### config.mk
export PLATFORM = sky130hd
export DESIGN_NAME = vcdg_csr
export DESIGN_NICKNAME = d
export VERILOG_FILES = /design/src/vcdg_pkg.sv /design/src/vcdg_csr.sv
export SDC_FILE = /design/constraint.sdc
export NUM_CORES = 1
export LEC_CHECK = 0
export BUFFER_PORTS_ARGS = -buffer_cell sky130_fd_sc_hd__buf_2
export CELL_PAD_IN_SITES_DETAIL_PLACEMENT = 1
export CELL_PAD_IN_SITES_GLOBAL_PLACEMENT = 2
export CORE_MARGIN = 10
export CORE_UTILIZATION = 31
export CTS_CLUSTER_DIAMETER = 40
export DETAILED_ROUTE_END_ITERATION = 7
export PLACE_DENSITY = 0.83
export SLEW_MARGIN = 20
export SYNTH_ARGS = -nofsm -noshare
export SYNTH_HDL_FRONTEND = slang
export SYNTH_SLANG_ARGS = --single-unit
### constraint.sdc
create_clock -name clock -period 4.14 [get_ports clock]
set_clock_uncertainty 0.15 [all_clocks]
set_input_delay 0.207 -clock clock [delete_from_list [all_inputs] [get_ports clock]]
set_output_delay 0.207 -clock clock [all_outputs]
set_load 0.03 [all_outputs]
### src/vcdg_pkg.sv
// Shared types, register codes and arithmetic for the volume gradient core.
package vcdg_pkg;

   localparam int CSR_DATA_WIDTH = 16;
   localparam int Z_WIDTH = 17;

   localparam logic [1:0] CSR_VOL_WIDTH  = 2'd0;
   localparam logic [1:0] CSR_VOL_HEIGHT = 2'd1;
   localparam logic [1:0] CSR_VOL_DEPTH  = 2'd2;

   typedef struct packed {
      logic [7:0] voxel;
      logic       filler;
   } req_payload_type;

   typedef struct packed {
      logic signed [7:0] grad_x;
      logic signed [7:0] grad_y;
      logic signed [7:0] grad_z;
      logic              last_voxel;
   } rsp_payload_type;

   typedef struct packed {
      logic hit;
      logic busy;
      logic load;
   } csr_status_type;

   typedef struct packed {
      logic [7:0] next_x;
      logic [7:0] prev_x;
      logic [7:0] next_y;
      logic [7:0] prev_y;
      logic [7:0] prev_z;
   } tap_type;

   function automatic logic signed [7:0] half_diff(input logic [7:0] nxt,
                                                  input logic [7:0] prv);
      logic signed [8:0] diff;
      logic signed [8:0] adj;
      diff = $signed({1'b0, nxt}) - $signed({1'b0, prv});
      adj  = diff + $signed({8'd0, diff[8]});
      return $signed(adj[8:1]);
   endfunction

endpackage

### src/vcdg_csr.sv
// Configuration registers, clamped volume sizes and plane size.
module vcdg_csr #(
   parameter int MAX_WIDTH = 256,
   parameter int MAX_HEIGHT = 256,
   localparam int WW = $clog2(MAX_WIDTH + 1),
   localparam int HW = $clog2(MAX_HEIGHT + 1),
   localparam int PW = $clog2(MAX_WIDTH * MAX_HEIGHT + 1)
) (
   input  logic                               clock,
   input  logic                               reset,
   input  logic                               csr_valid,
   output logic                               csr_ready,
   input  logic [1:0]                         csr_index,
   input  logic [vcdg_pkg::CSR_DATA_WIDTH-1:0] csr_wdata,
   output logic [WW-1:0]                      w_eff,
   output logic [HW-1:0]                      h_eff,
   output logic [15:0]                        d_eff,
   output logic [PW-1:0]                      plane,
   output vcdg_pkg::csr_status_type           status
);
   import vcdg_pkg::*;

   logic [8:0]       width_ff, width_in;
   logic [8:0]       height_ff, height_in;
   logic [15:0]      depth_ff, depth_in;
   logic [1:0]       settle_ff, settle_in;
   logic [PW-1:0]    plane_ff, plane_in;
   logic [WW+HW-1:0] product;
   logic             write_go;
   logic             hit;

   assign csr_ready = 1'b1;
   assign write_go  = csr_valid && csr_ready;

   always_comb begin
      width_in  = width_ff;
      height_in = height_ff;
      depth_in  = depth_ff;
      hit       = 1'b0;
      if (write_go) begin
         unique case (csr_index)
            CSR_VOL_WIDTH: begin
               width_in = csr_wdata[8:0];
               hit      = 1'b1;
            end
            CSR_VOL_HEIGHT: begin
               height_in = csr_wdata[8:0];
               hit       = 1'b1;
            end
            CSR_VOL_DEPTH: begin
               depth_in = csr_wdata[15:0];
               hit      = 1'b1;
            end
            default: begin
               hit = 1'b0;
            end
         endcase
      end
   end

   always_comb begin
      if (width_ff == 9'd0) begin
         w_eff = WW'(1);
      end else if (width_ff > MAX_WIDTH) begin
         w_eff = WW'(MAX_WIDTH);
      end else begin
         w_eff = WW'(width_ff);
      end
      if (height_ff == 9'd0) begin
         h_eff = HW'(1);
      end else if (height_ff > MAX_HEIGHT) begin
         h_eff = HW'(MAX_HEIGHT);
      end else begin
         h_eff = HW'(height_ff);
      end
      d_eff = (depth_ff == 16'd0) ? 16'd1 : depth_ff;
   end

   assign product  = w_eff * h_eff;
   assign plane_in = PW'(product);

   always_comb begin
      if (hit) begin
         settle_in = 2'd2;
      end else if (settle_ff != 2'd0) begin
         settle_in = settle_ff - 2'd1;
      end else begin
         settle_in = settle_ff;
      end
   end

   always_ff @(posedge clock) begin
      if (reset) begin
         width_ff  <= 9'd256;
         height_ff <= 9'd256;
         depth_ff  <= 16'd256;
         settle_ff <= 2'd2;
      end else begin
         width_ff  <= width_in;
         height_ff <= height_in;
         depth_ff  <= depth_in;
         settle_ff <= settle_in;
      end
   end

   always_ff @(posedge clock) begin
      plane_ff <= plane_in;
   end

   assign plane       = plane_ff;
   assign status.hit  = hit;
   assign status.busy = settle_ff != 2'd0;
   assign status.load = settle_ff == 2'd1;

endmodule

Word-level counts from Yosys, hierarchy flattened
Index checks and enable logic that the tools add are counted.
- equality and inequality tests: 3
- reductions and logical operators: 10
- mux-type cells: 7
- $add $sub $neg: 1
- $lt $le $gt $ge: 2
- multipliers: 1
- operators by type and width (operator ; count):
    $mux 9 ; 4
    $gt 9x9->1 const B ; 2
    $logic_not 9->1 ; 2
    $mul 9x9->17 ; 1
    $logic_not 16->1 ; 1
    $mux 16 ; 1
    $reduce_and 2->1 ; 3
    $eq 2x1->1 const B ; 2
    $reduce_or 3->1 ; 1
    $eq 2x2->1 const B ; 1
    $logic_not 2->1 ; 1
    $mux 1 ; 2
    $reduce_bool 2->1 ; 1
    $reduce_or 2->1 ; 1
    $sub 2x1->2 const B ; 1
- output and inout bits: 55
- register bits: 53
- word-level logic and storage cells: 29
- input bits: 21

Longest topological paths before layout
- word-level depth: 5
- mapped depth: 21
- depth with buffers taken out: 20

Worst setup path before layout
Ideal clock, no wire load.
- path kind: reg2reg
- start point: register width_ff[4]
- end point: register plane_ff[14], in the netlist plane[14]
- cell stages (with the launch flop): 20
- period minus slack after synthesis: 4.683 ns
- setup slack: -0.543 ns
- library setup time: 0.118 ns
- required time: 3.872 ns
- arrival time: 4.415 ns
- buffers on the path: 1
- path through: dfxtp_1 -> nor4_1 -> a21oi_1 -> or2_1 -> buf_6 -> inv_2 -> nand2_1 -> fa_1 -> fa_1 -> inv_1 -> fa_1 -> inv_1 -> fa_1 -> inv_1 -> ha_1 -> o211ai_1 -> a21oi_2 -> o211ai_2 -> mux2i_1 -> nor2_1
- longest elaborated chain between the ends: 4
- elaborated cells on any way between the ends: 5
- those cells by class: 1 x mul; 1 x order compare; 2 x mux; 1 x reduce/logical
- RTL lines (element ; RTL line ; source):
    from (decl) ; vcdg_csr.sv:23 ; logic [8:0] width_ff, width_in;
    from (signal assigned) ; vcdg_csr.sv:99 ; width_ff <= width_in;
    $gt 9x9->1 ; vcdg_csr.sv:64 ; end else if (width_ff > MAX_WIDTH) begin
    $mux 9 ; vcdg_csr.sv:64 ;
    $mux 9 (*) ; vcdg_csr.sv:62 ; if (width_ff == 9'd0) begin
    named net w_eff[0] ; vcdg_csr.sv:15 ; output logic [WW-1:0] w_eff,
    $mul 9x9->17 (*) ; vcdg_csr.sv:79 ; assign product = w_eff * h_eff;
    named net product[14] ; vcdg_csr.sv:28 ; logic [WW+HW-1:0] product;
    to (signal assigned) ; vcdg_csr.sv:107 ; plane_ff <= plane_in;
    to (decl) ; vcdg_csr.sv:27 ; logic [PW-1:0] plane_ff, plane_in;
Mark *: on every way through the listed nets, which the timed path passes. The rest lies on a longest branch.
A chain may end at the register's enable or synchronous reset.

Final worst setup path
- start point: register height_ff[7]
- end point: register plane_ff[16], in the netlist plane[16]
- longest elaborated chain between the ends: 4
- elaborated cells on any way between the ends: 5
- those cells by class: 1 x mul; 1 x order compare; 2 x mux; 1 x reduce/logical
- RTL lines (element ; RTL line ; source):
    from (decl) ; vcdg_csr.sv:24 ; logic [8:0] height_ff, height_in;
    from (signal assigned) ; vcdg_csr.sv:100 ; height_ff <= height_in;
    $gt 9x9->1 ; vcdg_csr.sv:71 ; end else if (height_ff > MAX_HEIGHT) begin
    $mux 9 ; vcdg_csr.sv:71 ;
    $mux 9 (*) ; vcdg_csr.sv:69 ; if (height_ff == 9'd0) begin
    $mul 9x9->17 (*) ; vcdg_csr.sv:79 ;
    named net product[16] ; vcdg_csr.sv:28 ;
Marked as above.

==> reports/qor.yml <==
grt_max_degree: 37
yosys_warnings: 0
maxSlewHeadroom_pct: 33.0
synth_top_cell_area_share_pct: 23.8
grt_busiest_layer: "met2"
antenna_found_initial: 0
start_kind: "flip-flop"
met1_usage_pct: 14.3
dp_hpwl_mm: 10.7
io_pins: 76
switching_share_pct: 29.5
die_h_um: 140
nets: 770
syn-cell-area_um2: 4460
design.core.area_um2: 14000
dieWidth_um: 140
critPathMaxStageDelay_ps: 550
required_ps: 4230
critPathBufInv: 3
drt_iter0_markers: 89
cap_violations: 0
synth_area_leader_cell: "dfxtp_1"
multiInputGateArea_um2: 3110
p_comb_share_pct: 15.9
critPathKind: "reg2reg"
p_sw_uw: 352
p_int_uw: 842
fin_area_um2: 5980
grt_pass1_wl_mm: 21.6
final_cell_mix: "inv_1, buf_4, buf_2"
hold_violations: 0
drt_wl_total_mm: 12.8
ff_latch_area_um2: 1070
p_seq_share_pct: 45.2
hold_slack_ps: 9.52
clockPowerShare_pct: 38.9
crit_path_max_fanout: 5
p_per_area_nw_per_um2: 200
synth_cell_type_count: 47
vias: 3805
firstDrtPassIters: 4
synth_nets: 638
cts.reportedPaths.clkPinSlew_ps: 80
die_area_um2: 19600
use_met3_pct: 3.72
port_buffers: 74
synth-seq-area-share_pct: 23.8
fin_crit_ps: 4410
peakVddDrop_v: 0.000162
synth_edf_count: 0
remaining_drc_errors: 0
worst-slew-pin-transition_ps: 1000
clockBufferDepth: 2
placed_area_um2: 5530
grt.total_usage_pct: 13.3
violations: "negative setup slack"
fin_crit_sh_pct: 107
outcome: "finished, violations left"
p_leak_nw: 3.15
cts_tree: "yes"
critPathCaptureType: "flip-flop"
final-max-slew-violation-count: 0
met2_usage_pct: 25.0
tritoncts.num_buffers: 5
gr-total-overflow: 0
syn_to_final_growth_pct: 34.2
cts_sinks: 53
start_util_pct: 31.9
diodes: 0
syn_avg_cell_area_um2: 8.41
synthFlopType: "dfxtp_1"
rsz0062_at_grt: "yes"
worstSkewPairLatency_ps: 310
critPathSlowestCell: "fa_1"
grt_pass1_vias: 4300
path_common_cell: "fa_1"
hold_class: "in2reg"
drive_gt1_share_pct: 32.4
fill_cells: 1707
fp-row-count: 43
fin_ws_ps: -273
crit_family: "adder cells"
final_common_cell: "inv_1"
finalSetupTns_ps: -1470
root_buffer: "clkbuf_16"
final-setup-viol-count: 8
yosys-top-cells-area: "dfxtp_1, fa_1, ha_1"
total_power_mw: 1.19
routed_via_density: 4.51
fmax_mhz: 227
synthCells: 530
avgRoutedWirePerCell_um: 15.1
final_antenna_net_count: 0
critPathArrivalTime_ps: 4510
gp_congestion: 0.908
synthArstFlopShare_pct: 0
ys_seq_elements: 53
path_cells: "nor4_4, a21oi_4, nor2_4, nand2_2, fa_1, inv_1, fa_1, fa_1, inv_1, fa_1, inv_2, ha_4, o211ai_1, a21oi_4, o211ai_4, o221ai_2, xnor2_1"
htree_num_levels: 2
sequential cells by signal, indices dropped and copies added, names as in the netlist:
register / cells
depth_ff: 16
width_ff: 9
plane: 17
settle_ff: 2
height_ff: 9
power groups by stage:
stage,Sequential (mW),Combinational [mW],Clock (mW)
CTS,0.540,0.185,0.481
global placement,0.550,0.168,0
finish,0.540,0.190,0.464
detailed placement,0.551,0.173,0
global route,0.543,0.208,0.500
floorplan,0.553,0.107,0
layer usage:
layer	share of wire [%]	vias to the layer above
met5	0	-
met1	41	1848
met4	1.2	0
met2	53	65
met3	4.8	11
li1	-	1881
cell families (layout without fill, tap and decap cells):
kind of cell | Yosys count | after routing | share of synthesized area (%)
AO/OA/AOI/OAI | 46 | 46 | 6.65
other | 1 | 1 | 0.0841
multiplexers | 18 | 18 | 4.04
adder cells (fa/ha/maj) | 87 | 87 | 32.7
buffers and inverters | 132 | 265 | 11.7
AND/OR/NAND/NOR | 178 | 178 | 18.1
XOR/XNOR | 15 | 15 | 2.95
flip-flops | 53 | 53 | 23.8
Yosys cell counts (4+ instances only):
cell type,instances
inv_1,93
nand2_1,66
nor2_1,58
dfxtp_1,53
fa_1,49
ha_1,38
clkbuf_1,25
a21oi_1,24
mux2i_1,18
nand2b_1,15
and2_1,11
xnor2_1,11
nor3_1,7
buf_2,6
nor4_1,5
nand3_1,4
xor2_1,4
layout make-up:
class,count,share of cell area [%]
clock buffer,5,2.09
clock inverter,3,0.481
inverter,96,6.19
multi-input combinational,345,52.0
sequential,53,17.9
tap,180,3.76
timing repair buffer,161,17.6
timing repair:
item | in CTS | in global routing
hold endpoints to repair | 11 | 0
setup buffers | 1 | 2
pin swaps | 14 | 16
gates resized for setup | 15 | 26
hold buffers | 10 | 0
endpoints found under the setup margin | 8 | 10
final timing paths:
check | from | slack, ps | depth (start not counted) | end
setup / recovery | height_ff[7] | -270 | 17 | plane[16]
hold / removal | csr_wdata[2] | 10 | 3 | depth_ff[2]
setup reg to reg | height_ff[7] | -270 | 17 | plane[16]
hold reg to reg | depth_ff[0] | 320 | 2 | depth_ff[0]
worst register-to-register path, stage by stage (launching register included):
cell and delay (ps):
dfxtp_2 340, nor4_4 330, a21oi_4 120, nor2_4 170, nand2_2 70, fa_1 480
inv_1 50, fa_1 460, fa_1 550, inv_1 50, fa_1 490, inv_2 50
ha_4 280, o211ai_1 120, a21oi_4 180, o211ai_4 130, o221ai_2 190, xnor2_1 150
stage by stage:
step | util [%] | worst slack (ps) | instances
after floorplan | - | -224 | 530
after global routing | 42.8 | -438 | 843
after global placement | 39.5 | -279 | 822
after detailed placement | 39.5 | -419 | 822
final | 42.8 | -273 | 843
after CTS | 41.7 | -308 | 841
Note: power is estimated with default switching activity, not from simulation.
